===== config.mk =====
export PLATFORM = sky130hd
export DESIGN_NAME = positional_stack_engine_core
export DESIGN_NICKNAME = d
export VERILOG_FILES = /design/src/rtl/pse_pkg.sv /design/src/rtl/positional_stack_engine_core.sv /design/src/rtl/pse_ram.sv
export VERILOG_INCLUDE_DIRS = /design/src /design/src/rtl
export SDC_FILE = /design/constraint.sdc
export NUM_CORES = 1
export LEC_CHECK = 0
export ABC_AREA = 1
export BUFFER_PORTS_ARGS = -buffer_cell sky130_fd_sc_hd__buf_2
export CAP_MARGIN = 20
export CELL_PAD_IN_SITES_DETAIL_PLACEMENT = 1
export CELL_PAD_IN_SITES_GLOBAL_PLACEMENT = 1
export CORE_ASPECT_RATIO = 1.75
export CORE_UTILIZATION = 25
export DETAILED_ROUTE_END_ITERATION = 6
export GPL_ROUTABILITY_DRIVEN = 0
export PLACE_DENSITY_LB_ADDON = 0.1
export SKIP_CTS_REPAIR_TIMING = 1
export SLEW_MARGIN = 20
export SYNTH_ARGS = -nofsm -noshare
export SYNTH_HDL_FRONTEND = slang
export SYNTH_SLANG_ARGS = --single-unit

===== constraint.sdc =====
create_clock -name aclk -period 4.8 [get_ports aclk]
set_clock_uncertainty 0.2 [all_clocks]
set_input_delay 0.96 -clock aclk [delete_from_list [all_inputs] [get_ports aclk]]
set_output_delay 0.96 -clock aclk [all_outputs]
set_load 0.01 [all_outputs]

===== src/rtl/assert_macros.svh =====
// assertion macros shared by the rtl
`ifndef ASSERT_MACROS_SVH
`define ASSERT_MACROS_SVH

// invariant checked at every clock edge out of reset
`define PSE_ASSERT_ALWAYS(label, clk, rst_n, expr, msg) \
    label: assert property (@(posedge clk) disable iff (!rst_n) (expr)) else $error(msg);

// implication into the next cycle, checked out of reset
`define PSE_ASSERT_NEXT(label, clk, rst_n, ante, cons, msg) \
    label: assert property (@(posedge clk) disable iff (!rst_n) (ante) |=> (cons)) else $error(msg);

`endif


===== src/rtl/pse_pkg.sv =====
// constants, operation and status codes for the positional stack engine
`default_nettype none

package pse_pkg;

    localparam int DEPTH_DEF = 16;

    localparam int FUNC_W    = 3;
    localparam int DATA_W    = 32;
    localparam int POS_W     = 5;
    localparam int STATUS_W  = 3;
    localparam int S_TDATA_W = 40;
    localparam int M_TDATA_W = 48;

    localparam logic [FUNC_W-1:0] OP_PUSH   = 3'd0;
    localparam logic [FUNC_W-1:0] OP_POP    = 3'd1;
    localparam logic [FUNC_W-1:0] OP_INSERT = 3'd2;
    localparam logic [FUNC_W-1:0] OP_DELETE = 3'd3;
    localparam logic [FUNC_W-1:0] OP_SEARCH = 3'd4;

    localparam logic [STATUS_W-1:0] ST_OK       = 3'd0;
    localparam logic [STATUS_W-1:0] ST_EMPTY    = 3'd1;
    localparam logic [STATUS_W-1:0] ST_FULL     = 3'd2;
    localparam logic [STATUS_W-1:0] ST_BADPOS   = 3'd3;
    localparam logic [STATUS_W-1:0] ST_NOTFOUND = 3'd4;

endpackage

`default_nettype wire


===== src/rtl/positional_stack_engine_core.sv =====
// positional stack engine: bounded word stack with push, pop, insert, delete and search
// push, unused codes and every rejected request go from the checks straight to the result
// pop reads the top entry, insert and delete walk the entries moved, an insert on top skips the walk
// search walks down from the top to the match, or over all of the entries if none
// one request at a time: a new beat is taken only after the last result reaches the output register
// reset: synchronous active-low aresetn empties the stack and drops any pending result
`default_nettype none

`include "assert_macros.svh"

module positional_stack_engine_core #(
    parameter int DEPTH = pse_pkg::DEPTH_DEF
) (
    input  wire logic                          aclk,
    input  wire logic                          aresetn,
    // func [2:0], value [34:3], position [39:35]
    input  wire logic                          s_tvalid,
    output logic                               s_tready,
    input  wire logic [pse_pkg::S_TDATA_W-1:0] s_tdata,
    // result_value [31:0], found_position [36:32], entry_count [41:37],
    // status [44:42], zero pad [47:45]
    output logic                               m_tvalid,
    input  wire logic                          m_tready,
    output logic      [pse_pkg::M_TDATA_W-1:0] m_tdata
);

    // address and count widths follow the stack depth, the compare width also the position width
    localparam int AW = $clog2(DEPTH);
    localparam int CW = $clog2(DEPTH + 1);
    localparam int EW = (CW > pse_pkg::POS_W) ? CW : pse_pkg::POS_W;

    // sequencer states
    localparam logic [2:0] ST_IDLE = 3'd0; // waiting for a request beat
    localparam logic [2:0] ST_EXEC = 3'd1; // checks and walk set-up
    localparam logic [2:0] ST_RUN  = 3'd2; // one ram read issued per cycle
    localparam logic [2:0] ST_FIN  = 3'd3; // insert drops the new word in its slot
    localparam logic [2:0] ST_DONE = 3'd4; // hand the result to the output register

    // control state
    logic [2:0]    state_reg, state_next;
    logic [CW-1:0] cnt_reg, cnt_next;
    logic          pend_reg, pend_next;
    logic          m_tvalid_reg, m_tvalid_next;

    // request and walk payload
    logic [pse_pkg::FUNC_W-1:0]   op_reg, op_next;
    logic [pse_pkg::DATA_W-1:0]   word_reg, word_next;
    logic [pse_pkg::POS_W-1:0]    pos_reg, pos_next;
    logic [AW-1:0]                ptr_reg, ptr_next;
    logic [CW-1:0]                left_reg, left_next;
    logic [AW-1:0]                pend_addr_reg, pend_addr_next;
    logic [CW-1:0]                prev_addr_reg, prev_addr_next;
    logic [pse_pkg::DATA_W-1:0]   res_value_reg, res_value_next;
    logic [EW-1:0]                res_found_reg, res_found_next;
    logic [pse_pkg::STATUS_W-1:0] res_status_reg, res_status_next;
    logic [pse_pkg::M_TDATA_W-1:0] m_tdata_reg, m_tdata_next;

    // ram ports
    logic                       ram_we;
    logic [AW-1:0]              ram_waddr;
    logic [pse_pkg::DATA_W-1:0] ram_wdata;
    logic                       ram_re;
    logic [AW-1:0]              ram_raddr;
    logic [pse_pkg::DATA_W-1:0] ram_rdata;

    // derived values
    logic          s_accept;
    logic [EW-1:0] cnt_ext, pos_ext, pos_m1, cnt_m1, walk_len;
    logic [EW:0]   cnt_p1;
    logic          is_full, is_empty, ins_bad, del_bad, walk_last;
    logic [AW-1:0] pos_addr, top_addr, cnt_addr, ptr_step;

    assign s_accept = s_tvalid && s_tready;
    assign s_tready = (state_reg == ST_IDLE);
    assign m_tvalid = m_tvalid_reg;
    assign m_tdata  = m_tdata_reg;

    assign cnt_ext  = EW'(cnt_reg);
    assign pos_ext  = EW'(pos_reg);
    assign pos_m1   = pos_ext - EW'(1);
    assign cnt_m1   = cnt_ext - EW'(1);
    assign cnt_p1   = {1'b0, cnt_ext} + (EW + 1)'(1);
    // entries from the given position up to the top, inclusive
    assign walk_len = cnt_ext - pos_m1;

    assign is_full  = (cnt_reg == CW'(DEPTH));
    assign is_empty = (cnt_reg == '0);
    // insert may go one above the top, delete only up to the top
    assign ins_bad  = (pos_reg == '0) || ({1'b0, pos_ext} > cnt_p1);
    assign del_bad  = (pos_reg == '0) || (pos_ext > cnt_ext);

    assign pos_addr = pos_m1[AW-1:0];
    assign top_addr = cnt_m1[AW-1:0];
    assign cnt_addr = cnt_ext[AW-1:0];

    // the one stepper: delete walks upwards, everything else walks down from the top
    assign ptr_step  = (op_reg == pse_pkg::OP_DELETE) ? ptr_reg + AW'(1) : ptr_reg - AW'(1);
    assign walk_last = (left_reg == '0);

    always_comb begin
        state_next      = state_reg;
        cnt_next        = cnt_reg;
        pend_next       = 1'b0;
        m_tvalid_next   = m_tvalid_reg && !m_tready;
        op_next         = op_reg;
        word_next       = word_reg;
        pos_next        = pos_reg;
        ptr_next        = ptr_reg;
        left_next       = left_reg;
        pend_addr_next  = pend_addr_reg;
        prev_addr_next  = prev_addr_reg;
        res_value_next  = res_value_reg;
        res_found_next  = res_found_reg;
        res_status_next = res_status_reg;
        m_tdata_next    = m_tdata_reg;
        ram_we          = 1'b0;
        ram_waddr       = prev_addr_reg[AW-1:0];
        ram_wdata       = ram_rdata;
        ram_re          = 1'b0;
        ram_raddr       = ptr_reg;

        unique case (state_reg)
            ST_IDLE: begin
                if (s_accept) begin
                    op_next         = s_tdata[2:0];
                    word_next       = s_tdata[34:3];
                    pos_next        = s_tdata[39:35];
                    res_value_next  = '0;
                    res_found_next  = '0;
                    res_status_next = pse_pkg::ST_OK;
                    state_next      = ST_EXEC;
                end
            end

            ST_EXEC: begin
                state_next = ST_DONE;
                priority case (op_reg)
                    pse_pkg::OP_PUSH: begin
                        if (is_full) begin
                            res_status_next = pse_pkg::ST_FULL;
                        end else begin
                            ram_we    = 1'b1;
                            ram_waddr = cnt_addr;
                            ram_wdata = word_reg;
                            cnt_next  = cnt_reg + CW'(1);
                        end
                    end
                    pse_pkg::OP_POP: begin
                        if (is_empty) begin
                            res_status_next = pse_pkg::ST_EMPTY;
                        end else begin
                            ptr_next   = top_addr;
                            left_next  = CW'(1);
                            state_next = ST_RUN;
                        end
                    end
                    pse_pkg::OP_INSERT: begin
                        if (is_full) begin
                            res_status_next = pse_pkg::ST_FULL;
                        end else if (ins_bad) begin
                            res_status_next = pse_pkg::ST_BADPOS;
                        end else begin
                            // each entry from the top down to the position moves up one
                            ptr_next       = top_addr;
                            left_next      = walk_len[CW-1:0];
                            prev_addr_next = cnt_reg;
                            state_next     = (walk_len == '0) ? ST_FIN : ST_RUN;
                        end
                    end
                    pse_pkg::OP_DELETE: begin
                        if (is_empty) begin
                            res_status_next = pse_pkg::ST_EMPTY;
                        end else if (del_bad) begin
                            res_status_next = pse_pkg::ST_BADPOS;
                        end else begin
                            // read the victim, then shift the rest down one
                            ptr_next   = pos_addr;
                            left_next  = walk_len[CW-1:0];
                            state_next = ST_RUN;
                        end
                    end
                    pse_pkg::OP_SEARCH: begin
                        if (is_empty) begin
                            res_status_next = pse_pkg::ST_NOTFOUND;
                        end else begin
                            ptr_next       = top_addr;
                            left_next      = cnt_reg;
                            prev_addr_next = cnt_reg;
                            state_next     = ST_RUN;
                        end
                    end
                    default: begin
                        // unused codes leave everything as it is
                        res_status_next = pse_pkg::ST_OK;
                    end
                endcase
            end

            ST_RUN: begin
                // read side: one address per cycle while entries remain
                if (!walk_last) begin
                    ram_re         = 1'b1;
                    ram_raddr      = ptr_reg;
                    ptr_next       = ptr_step;
                    left_next      = left_reg - CW'(1);
                    pend_next      = 1'b1;
                    pend_addr_next = ptr_reg;
                end
                // data side: the word read in the previous cycle
                if (pend_reg) begin
                    prev_addr_next = CW'(pend_addr_reg);
                    priority case (op_reg)
                        pse_pkg::OP_POP: begin
                            res_value_next = ram_rdata;
                            cnt_next       = cnt_reg - CW'(1);
                            state_next     = ST_DONE;
                        end
                        pse_pkg::OP_INSERT: begin
                            // lands in the slot read just before it
                            ram_we = 1'b1;
                            if (walk_last) begin
                                state_next = ST_FIN;
                            end
                        end
                        pse_pkg::OP_DELETE: begin
                            if (pend_addr_reg == pos_addr) begin
                                res_value_next = ram_rdata;
                            end else begin
                                ram_we = 1'b1;
                            end
                            if (walk_last) begin
                                cnt_next   = cnt_reg - CW'(1);
                                state_next = ST_DONE;
                            end
                        end
                        default: begin
                            // search: prev address is one above, i.e. the 1-based place
                            if (ram_rdata == word_reg) begin
                                res_found_next  = EW'(prev_addr_reg);
                                res_status_next = pse_pkg::ST_OK;
                                pend_next       = 1'b0;
                                state_next      = ST_DONE;
                            end else if (walk_last) begin
                                res_status_next = pse_pkg::ST_NOTFOUND;
                                state_next      = ST_DONE;
                            end
                        end
                    endcase
                end
            end

            ST_FIN: begin
                ram_we     = 1'b1;
                ram_waddr  = pos_addr;
                ram_wdata  = word_reg;
                cnt_next   = cnt_reg + CW'(1);
                state_next = ST_DONE;
            end

            ST_DONE: begin
                // wait for the output register to be free
                if (!m_tvalid_reg || m_tready) begin
                    m_tvalid_next = 1'b1;
                    m_tdata_next  = {3'b000, res_status_reg, cnt_ext[4:0],
                                     res_found_reg[4:0], res_value_reg};
                    state_next    = ST_IDLE;
                end
            end

            default: begin
                state_next = ST_IDLE;
            end
        endcase
    end

    always_ff @(posedge aclk) begin
        if (!aresetn) begin
            state_reg    <= ST_IDLE;
            cnt_reg      <= '0;
            pend_reg     <= 1'b0;
            m_tvalid_reg <= 1'b0;
        end else begin
            state_reg    <= state_next;
            cnt_reg      <= cnt_next;
            pend_reg     <= pend_next;
            m_tvalid_reg <= m_tvalid_next;
        end
    end

    always_ff @(posedge aclk) begin
        op_reg         <= op_next;
        word_reg       <= word_next;
        pos_reg        <= pos_next;
        ptr_reg        <= ptr_next;
        left_reg       <= left_next;
        pend_addr_reg  <= pend_addr_next;
        prev_addr_reg  <= prev_addr_next;
        res_value_reg  <= res_value_next;
        res_found_reg  <= res_found_next;
        res_status_reg <= res_status_next;
        m_tdata_reg    <= m_tdata_next;
    end

    // stack storage, written and read once per cycle at most
    pse_ram #(
        .WIDTH (pse_pkg::DATA_W),
        .DEPTH (DEPTH)
    ) u_store (
        .aclk  (aclk),
        .we    (ram_we),
        .waddr (ram_waddr),
        .wdata (ram_wdata),
        .re    (ram_re),
        .raddr (ram_raddr),
        .rdata (ram_rdata)
    );

    // fill count never passes the depth
    `PSE_ASSERT_ALWAYS(a_cnt_bound, aclk, aresetn, cnt_reg <= CW'(DEPTH), "fill count above depth")
    // read data is only awaited during the walk
    `PSE_ASSERT_ALWAYS(a_pend_run, aclk, aresetn, !pend_reg || state_reg == ST_RUN, "read outside walk")
    // an idle engine leaves the fill count alone
    `PSE_ASSERT_NEXT(a_idle_cnt, aclk, aresetn, state_reg == ST_IDLE, $stable(cnt_reg), "count moved while idle")

endmodule

`default_nettype wire


===== src/rtl/pse_ram.sv =====
// generic single-write, single-read ram with registered read data
`default_nettype none

module pse_ram #(
    parameter int WIDTH = pse_pkg::DATA_W,
    parameter int DEPTH = pse_pkg::DEPTH_DEF
) (
    input  wire logic                     aclk,
    input  wire logic                     we,
    input  wire logic [$clog2(DEPTH)-1:0] waddr,
    input  wire logic [WIDTH-1:0]         wdata,
    input  wire logic                     re,
    input  wire logic [$clog2(DEPTH)-1:0] raddr,
    output logic      [WIDTH-1:0]         rdata
);

    logic [WIDTH-1:0] mem_reg [DEPTH];
    logic [WIDTH-1:0] rdata_reg;

    always_ff @(posedge aclk) begin
        if (we) begin
            mem_reg[waddr] <= wdata;
        end
        if (re) begin
            rdata_reg <= mem_reg[raddr];
        end
    end

    assign rdata = rdata_reg;

endmodule

`default_nettype wire


Word level (Yosys, flattened, before mapping)

Memory sizes are Yosys's and may differ from the RTL's. A register that Yosys moved wholly into a read port is not among the register bits.
Index checks and enable logic that the tools add are counted.

Bits in registers: 153
Memory bits (writable): 512
Input bits: 44
Word-level logic and storage cells: 186
Memories kept: 1

Add/subtract/negate cells: 8
$lt $le $gt $ge: 2
Equal/unequal tests: 39
Mux-type cells: 89
Bitwise gates (word level): 1
Reduce and logical (&&, ||, !) cells: 31

Memory list:

| memory          | depth | bits a word | read ports | clocked after memory_dff | wr ports | line          | text |
|---|---|---|---|---|---|---|---|
| u_store.mem_reg | 16    | 32          | 1          | 1                        | 1        | pse_ram.sv:17 | `logic [WIDTH-1:0] mem_reg [DEPTH];` |

Operator list:

| kind                                             | number |
|---|---|
| case mux 32 bit (2 select lines)                 | 3 |
| two-way mux 32 bit                               | 5 |
| two-way mux 5 bit                                | 18 |
| two-way mux 3 bit                                | 23 |
| case mux 5 bit (2 select lines)                  | 5 |
| inequality test 3 bit, second input constant     | 16 |
| two-way mux 4 bit                                | 9 |
| == test 32 bit                                   | 1 |
| case mux 3 bit (5 select lines)                  | 2 |
| case mux 3 bit (3 select lines)                  | 3 |
| logical NOT 5 bit                                | 4 |
| case mux 5 bit (4 select lines)                  | 1 |
| case mux 4 bit (2 select lines)                  | 2 |
| case mux 5 bit (3 select lines)                  | 1 |
| subtractor 5 x 1 -> 5 bit, second input constant | 3 |
| two-way mux 1 bit                                | 14 |
| == test 3 x 2 -> 1 bit, second input constant    | 4 |
| inequality test 2 bit, second input constant     | 6 |
| inequality test 4 bit, second input constant     | 3 |
| case mux 4 bit (3 select lines)                  | 1 |
| AND reduction 6 bit                              | 2 |
| AND reduction 10 bit                             | 1 |
| AND reduction 5 bit                              | 2 |
| AND reduction 9 bit                              | 1 |
| other kinds (27)                                 | 40 |

Logic depth before layout (Yosys ltp)

Gate-level depths: netlist of the first run.

Depth in word-level cells: 8
Depth in mapped cells: 16
Mapped depth without buffers: 15

Hierarchy

A second synthesis of the first run with hierarchy kept.

Cell total of the unflattened synthesis: 2849
Area total of the unflattened synthesis: 30535.5 um^2

By module, submodules not included:

| module                       | instances | cells an instance | area an instance (um^2) | seq. area each (um^2) |
|---|---|---|---|---|
| pse_ram                      | 1         | 2120              | 23064.6                 | 16335.7 |
| positional_stack_engine_core | 1         | 729               | 7470.9                  | 4494.3 |

Worst setup path after synthesis of the first run

OpenSTA, ideal clock, no wires.

Path type: reg-to-reg
From: register pos_reg (netlist bit pos_ext[0])
To: register res_value_reg[0] (netlist name) (enable)
Library setup time: 501 ps
Arrival time: 4460 ps
Required time: 4099 ps
Slack: -362 ps
Cell stages (with the launch flop): 8
Buffers on the path: 0
Path through: edfxtp_1 -> inv_2 -> ha_1 -> xor2_1 -> nand2_1 -> nor3b_1 -> a211oi_1 -> nor4_1

Longest elaborated chain between the ends: 4

Ends and longest elaborated chain:

| item                                   | line                                | text |
|---|---|---|
| from (decl)                            | positional_stack_engine_core.sv:48  | `logic [pse_pkg::POS_W-1:0] pos_reg, pos_next;` |
| from (signal assigned)                 | positional_stack_engine_core.sv:293 | `pos_reg <= pos_next;` |
| subtractor 5 x 1 -> 5 bit              | positional_stack_engine_core.sv:80  | `assign pos_m1 = pos_ext - EW'(1);` |
| == test 4 bit                          | positional_stack_engine_core.sv:226 | `if (pend_addr_reg == pos_addr) begin` |
| inequality test 3 bit (no source line) | -                                   |  |
| AND reduction 5 bit (no source line)   | -                                   |  |
| to (signal assigned)                   | positional_stack_engine_core.sv:298 | `res_value_reg <= res_value_next;` |
| to (decl)                              | positional_stack_engine_core.sv:53  | `logic [pse_pkg::DATA_W-1:0] res_value_reg, res_value_next;` |

Every way passes these cells.
A chain may end at the register's enable or synchronous reset.

Final worst setup path of the first run

From: register cnt_reg[0], in the netlist cnt_ext[0]
To: memory u_store.mem_reg[0][11] (netlist name) (enable)

Longest elaborated chain between the ends: 6
Elaborated cells between the ends (all ways): 9
Classes of those cells: eq/ne: 1; mux: 8

Ends and longest elaborated chain:

| item                                    | line                                | text |
|---|---|---|
| from (decl)                             | positional_stack_engine_core.sv:41  | `logic [CW-1:0] cnt_reg, cnt_next;` |
| from (signal assigned)                  | positional_stack_engine_core.sv:284 | `cnt_reg <= cnt_next;` |
| == test 5 bit                           | positional_stack_engine_core.sv:86  | `assign is_full = (cnt_reg == CW'(DEPTH));` |
| two-way mux 1 bit                       | positional_stack_engine_core.sv:139 | `if (is_full) begin` |
| two-way mux 1 bit                       | positional_stack_engine_core.sv:137 | `priority case (op_reg)` |
| case mux 1 bit (3 select lines)         | positional_stack_engine_core.sv:122 | `unique case (state_reg)` |
| two-way mux 1 bit                       | pse_ram.sv:21                       | `if (we) begin` |
| two-way mux 1 bit (implied by the code) | pse_ram.sv:22                       | `mem_reg[waddr] <= wdata;` |
| to (decl)                               | pse_ram.sv:17                       |  |

Parallel ways exist; a longest one is shown, timed or not.

==> out/metrics.yaml, run 1 <==
placedCellCount: 3685
ant_nets: 0
critPathMaxFanout: 23
hold_path.class: "reg2reg"
seq_power_share_pct: 50.1
slew_headroom_pct: 25.7
grt_max_degree: 97
finalMaxSlewViolations: 0
highest-signal-layer: "met4"
design_area_mm2: 0.0339
setup_violations: 0
met1_length_um: 36600
cts_buffer_depth: 3
initial_core_util_pct: 25.2
largest_register_ff_count: 512
synth_compound_area_share_pct: 10.4
synth_mux_area_share_pct: 4.45
tightestPinTransition_ns: 1.12
io_pins: 94
dieHeight_um: 451
area_growth_pct: 17.7
finalWirelength_um: 91700
multi_input_area_mm2: 0.00667
yosys.area_share.simple_pct: 5.57
synth_xor_area_share_pct: 1.21
worstRegToRegCells: 12
initialDrtViolationCount: 806
ir_worst_vdd_mv: 0.236
cp.arrival_ns: 3.77
power.switching_mw: 3.39
clk_transition_reported_paths_ns: 0.07
hold_viol: 0
cts_root_buf: "clkbuf_16"
die_area_mm2: 0.116
drc: 0
dpl.hpwl_um: 58100
ys_types: 52
syn_avg_cell_area_um2: 13.5
routedWlPerCell_um: 24.1
internal_power_mw: 10.5
synth.most_common_cell: "edfxtp_1"
placed_area_mm2: 0.0315
finish.net_count: 2328
netlist_area_mm2: 0.0288
rrSetupSlack_ns: 1.17
synth_top_family_by_area: "compound AO/OA/AOI/OAI gates"
min_period_ns: 3.63
via_per_inst: 4.52
fillers: 12300
clock_latency_ns: 0.66
first_pass_iters: 4
fin_ws_ns: 1.17
via_count: 17200
area.sequential_mm2: 0.0208
grt_use_total_pct: 15.7
fmax_mhz: 276
netlist.area_leader.share_pct: 71.7
p_per_area_mw_per_mm2: 410
coreArea_mm2: 0.114
start_kind: "flop"
clkPwrFrac_pct: 41.0
grt_pass1_wl_um: 131000
rsz0062_at_grt: "false"
yosys_most_used_dff: "edfxtp_1"
rr_startpoint: "cnt_ext[0]$_SDFFE_PN0P_"
overflow: 0
cap_violations: 0
hp-start: "res_value_reg[5]$_SDFFCE_PN0P_"
finalCritPeriodShare_pct: 75.6
rows: 164
numCtsBuffers: 70
required_ns: 4.94
synth_seq_area_share_pct: 72.4
cts.htree.levels: 3
tns_ns: 0
ys_ff_latch: 697
synth_edf_count: 687
drive_above_1_share_pct: 14.0
pwr-share-comb_pct: 8.9
end_kind: "flop"
clock_sinks: 697
hold_end: "m_tdata[5]$_DFFE_PP_"
total_leakage_power_nw: 12.2
numPortBuffers: 90
whs_path_depth: 0
tritoncts: "done"
antenna_found_initial: 4
switching_share_pct: 24.4
async_reset_ff_share_pct: 0
synth-warning-count: 0
grt_pass1_vias: 18500
synthTopCellsByCount: "687 x edfxtp_1, 229 x inv_1, 182 x a21oi_1"
rr_endpoint: "u_store.mem_reg[0][11]$_DFFE_PP_"
dpl_worst_slack_ns: 1.12
wl_met2_um: 48500
die_width_um: 258
synth_top_area_cell: "edfxtp_1"
netlist_instances: 2132
final_cells: 3812
status: "completed"
route.met3.wl_um: 2770
path_class: "reg2reg"
ys_top_cells_by_area: "edfxtp_1 72%, mux2i_1 4.5%, o211ai_1 3.4%"
synthAdderAreaFrac_pct: 0.966
-- power groups by stage --
stage,sequential [mW],combinational [mW],clock (mW)
finish,6.97,1.23,5.69
global route,6.98,1.37,6.08
CTS,6.97,1.28,5.90
detailed placement,7.10,1.28,0
global placement,7.10,1.26,0
floorplan,7.08,0.747,0
-- critical path, stage by stage, from the launching register on --
cell     delay [ns]
dfxtp_1        0.52
inv_1          0.21
ha_1           0.27
nand2_1        0.09
nor2_2         0.05
nand2_2        0.14
nand2_4        0.10
nand2_4        0.23
inv_4          0.17
o21ai_2        0.15
nand3_1        0.36
nor2_4         0.52
buf_12         0.26
-- layout by cell type, fill, tap and decap left out, drive strengths merged, types with 2 or more instances in the layout --
cell type  instances
edfxtp           687
inv              241
a21oi            183
o21ai            180
buf              170
nand2            159
o211ai           131
mux2i            128
nor2             126
clkbuf            89
nand3             72
xnor2             26
clkinv            23
ha                19
xor2              13
dfxtp             10
bufinv             8
nor3               8
clkinvlp           6
nand4              4
a211oi             4
o221ai             4
a31oi              3
conb               3
or2                3
o22ai              2
nor3b              2
a21o               2
fa                 2
nor4               2
-- stage by stage --
step	utilization, %	hold slack [ns]	power, mW
after detailed placement	27.6	0.206	8.37
after global routing	29.7	0.223	14.4
after global placement	27.6	0.206	8.36
final	29.7	0.215	13.9
after floorplan	-	0.200	7.82
after CTS	29.7	0.215	14.2
-- layer usage --
metal | vias up | global-route usage (%)
li1 | 7992 | -
met1 | 8795 | 17.9
met2 | 301 | 28.9
met3 | 147 | 2.22
met4 | 0 | 7.05
met5 | - | 0
-- worst max-delay path by stage --
| stage | from | end | slack (ns) | cells past startpoint |
|---|---|---|---|---|
| after floorplan | m_tready | m_tdata[0]$_DFFE_PP_ | 0.90 | 2 |
| after global placement | pos_ext[0]$_DFFE_PP_ | res_value_reg[14]$_SDFFCE_PN0P_ | 0.94 | 8 |
| after detailed placement | cnt_ext[0]$_SDFFE_PN0P_ | u_store.mem_reg[0][3]$_DFFE_PP_ | 1.12 | 12 |
| after CTS | cnt_ext[0]$_SDFFE_PN0P_ | u_store.mem_reg[0][11]$_DFFE_PP_ | 1.09 | 12 |
| after global routing | cnt_ext[1]$_SDFFE_PN0P_ | u_store.mem_reg[0][21]$_DFFE_PP_ | 0.95 | 12 |
| final | cnt_ext[0]$_SDFFE_PN0P_ | u_store.mem_reg[0][11]$_DFFE_PP_ | 1.17 | 12 |
-- final cells by class --
class	instances	area share, %
Sequential cell	697	61.5
Multi-Input combinational cell	1083	19.7
Clock buffer	89	5.64
Tap cell	1494	5.52
Timing Repair Buffer	170	3.67
Inverter	241	2.70
Clock inverter	37	1.22
Antenna cell	1	0.00739
-- kinds of logic (layout without fill, tap and decap cells) --
kind of cell,Yosys count,count (layout)
and+or+nand+nor,378,378
muxes,128,128
buffers and inverters,354,537
AOI/OAI and AO/OA,514,514
adders and majority gates,21,21
DFF,697,697
other,1,4
xor gates and xnor gates,39,39
Note: power is estimated with default switching activity, not from simulation.
==> run 2, diff against run 1 <==
Clock period 4.8 ns to 3.05 ns, I/O delays scaled along.
==> out/metrics.yaml, run 2 (synthesis gave the netlist of run 1 again) <==
status: "completed"
die_width_um: 258
dpl.hpwl_um: 60800
die_area_mm2: 0.116
cp.arrival_ns: 3.03
finalCritPeriodShare_pct: 94.9
io_pins: 94
critPathMaxFanout: 13
via_count: 17500
finalWirelength_um: 89600
initialDrtViolationCount: 858
grt_max_degree: 80
whs_path_depth: 4
rr_startpoint: "cnt_ext[0]$_SDFFE_PN0P_"
crit_path_max_incr_delay_ns: 0.38
end_kind: "flop"
fin_ws_ns: 0.156
rows: 164
total_leakage_power_nw: 12.7
diodes: 0
first_pass_iters: 5
hold_path.class: "in2reg"
cts_buffer_depth: 3
numPortBuffers: 90
grt_pass1_wl_um: 131000
initial_core_util_pct: 25.2
coreArea_mm2: 0.114
min_period_ns: 2.89
slew_headroom_pct: 57.7
fmax_mhz: 345
p_per_area_mw_per_mm2: 625
worstRegToRegCells: 12
ir_worst_vdd_mv: 0.458
crit_slowest_cell: "dfxtp_2"
drc: 0
start_kind: "flop"
setup_violations: 0
finish.net_count: 2436
postLayoutCoreUtil_pct: 30.8
via_per_inst: 4.46
tritoncts: "done"
rsz0062_at_grt: "true"
design_area_mm2: 0.0351
required_ns: 3.18
layout_commonest_cell: "edfxtp_1"
largest_register_ff_count: 512
finalMaxSlewViolations: 0
hold_end: "m_tvalid$_SDFF_PN0_"
hold_viol: 0
rr_endpoint: "u_store.mem_reg[7][16]$_DFFE_PP_"
overflow: 0
numCtsBuffers: 71
most-common-layout-cells: "687 x edfxtp_1, 227 x inv_1, 181 x a21oi_1, 179 x o21ai_0, 151 x nand2_1"
drive_above_1_share_pct: 16.1
dieHeight_um: 451
hp-start: "m_tready"
clock_latency_ns: 0.65
cap_violations: 0
routedWlPerCell_um: 22.8
area_growth_pct: 22.1
rrSetupSlack_ns: 0.16
placedCellCount: 3752
clock_sinks: 697
tightestPinTransition_ns: 0.635
ant_nets: 0
cts_root_buf: "clkbuf_16"
final_cells: 3921
grt_pass1_vias: 18700
dpl_worst_slack_ns: -0.0415
grt_use_total_pct: 15.5
crit_chain: "inv_1, ha_1, nand2_1, nor2_2, nand2_2, nand2_4, nand2_4, o221ai_2, nand3_1, buf_4, nor2_4, buf_4"
antenna_found_initial: 0
placed_area_mm2: 0.0324
cts.htree.levels: 3
path_class: "reg2reg"
clk_transition_reported_paths_ns: 0.07
[run 2: area by class of cell]
class                      instances  area, um2
sequential                       697      20800
clock inverter                    35        375
clock buffer                      94       1890
fill                           12200      79000
inverter                         241        910
multi-input combinational       1083       6710
tap                             1494       1870
timing repair buffer             277       2520
[run 2: per-layer routing]
metal | wire length [um] | GRT usage [%] | up-vias
li1 | - | - | 8217
met1 | 37300 | 18.2 | 8889
met2 | 47000 | 28.3 | 249
met3 | 2140 | 2.15 | 119
met4 | 3140 | 5.75 | 0
met5 | 0 | 0 | -
[run 2: per-stage QoR]
stage,hold slack [ns],TNS [ns],power (mW)
3_3_place_gp,0.204,-9.18,13.4
3_5_place_dp,0.207,-1.06,13.4
4_1_cts,-0.151,-5.70,22.3
5_1_grt,0.0642,-0.0198,22.8
2_1_floorplan,0.200,-43.12,12.3
6_report,0.0904,0,22.0
[run 2: worst max-delay path: cells and delay by family (launching register included)]
kind	cells	cell delay, ns
compound gates	1	0.28
fa+ha+maj	1	0.18
buf+inv	3	0.56
flops	1	0.38
simple gates	7	0.95
[run 2: how the worst max path moves through the flow]
stage | from | end | slack [ns]
after CTS | cnt_ext[0]$_SDFFE_PN0P_ | u_store.mem_reg[12][28]$_DFFE_PP_ | -0.08
after detailed placement | cnt_ext[0]$_SDFFE_PN0P_ | u_store.mem_reg[12][28]$_DFFE_PP_ | -0.04
after global routing | cnt_ext[0]$_SDFFE_PN0P_ | u_store.mem_reg[1][14]$_DFFE_PP_ | -0.006
after global placement | pos_ext[1]$_DFFE_PP_ | res_value_reg[12]$_SDFFCE_PN0P_ | -0.36
after floorplan | pos_ext[0]$_DFFE_PP_ | u_store.mem_reg[5][0]$_DFFE_PP_ | -0.11
final | cnt_ext[0]$_SDFFE_PN0P_ | u_store.mem_reg[7][16]$_DFFE_PP_ | 0.16
[run 2: power by group]
part           total (mW)  switching, mW  leakage (nW)  internal [mW]
combinational        2.21           1.46          5.32          0.745
clock                8.79           3.87          1.09           4.92
sequential           11.0          0.127          6.34           10.8
total                22.0           5.46          12.7           16.5
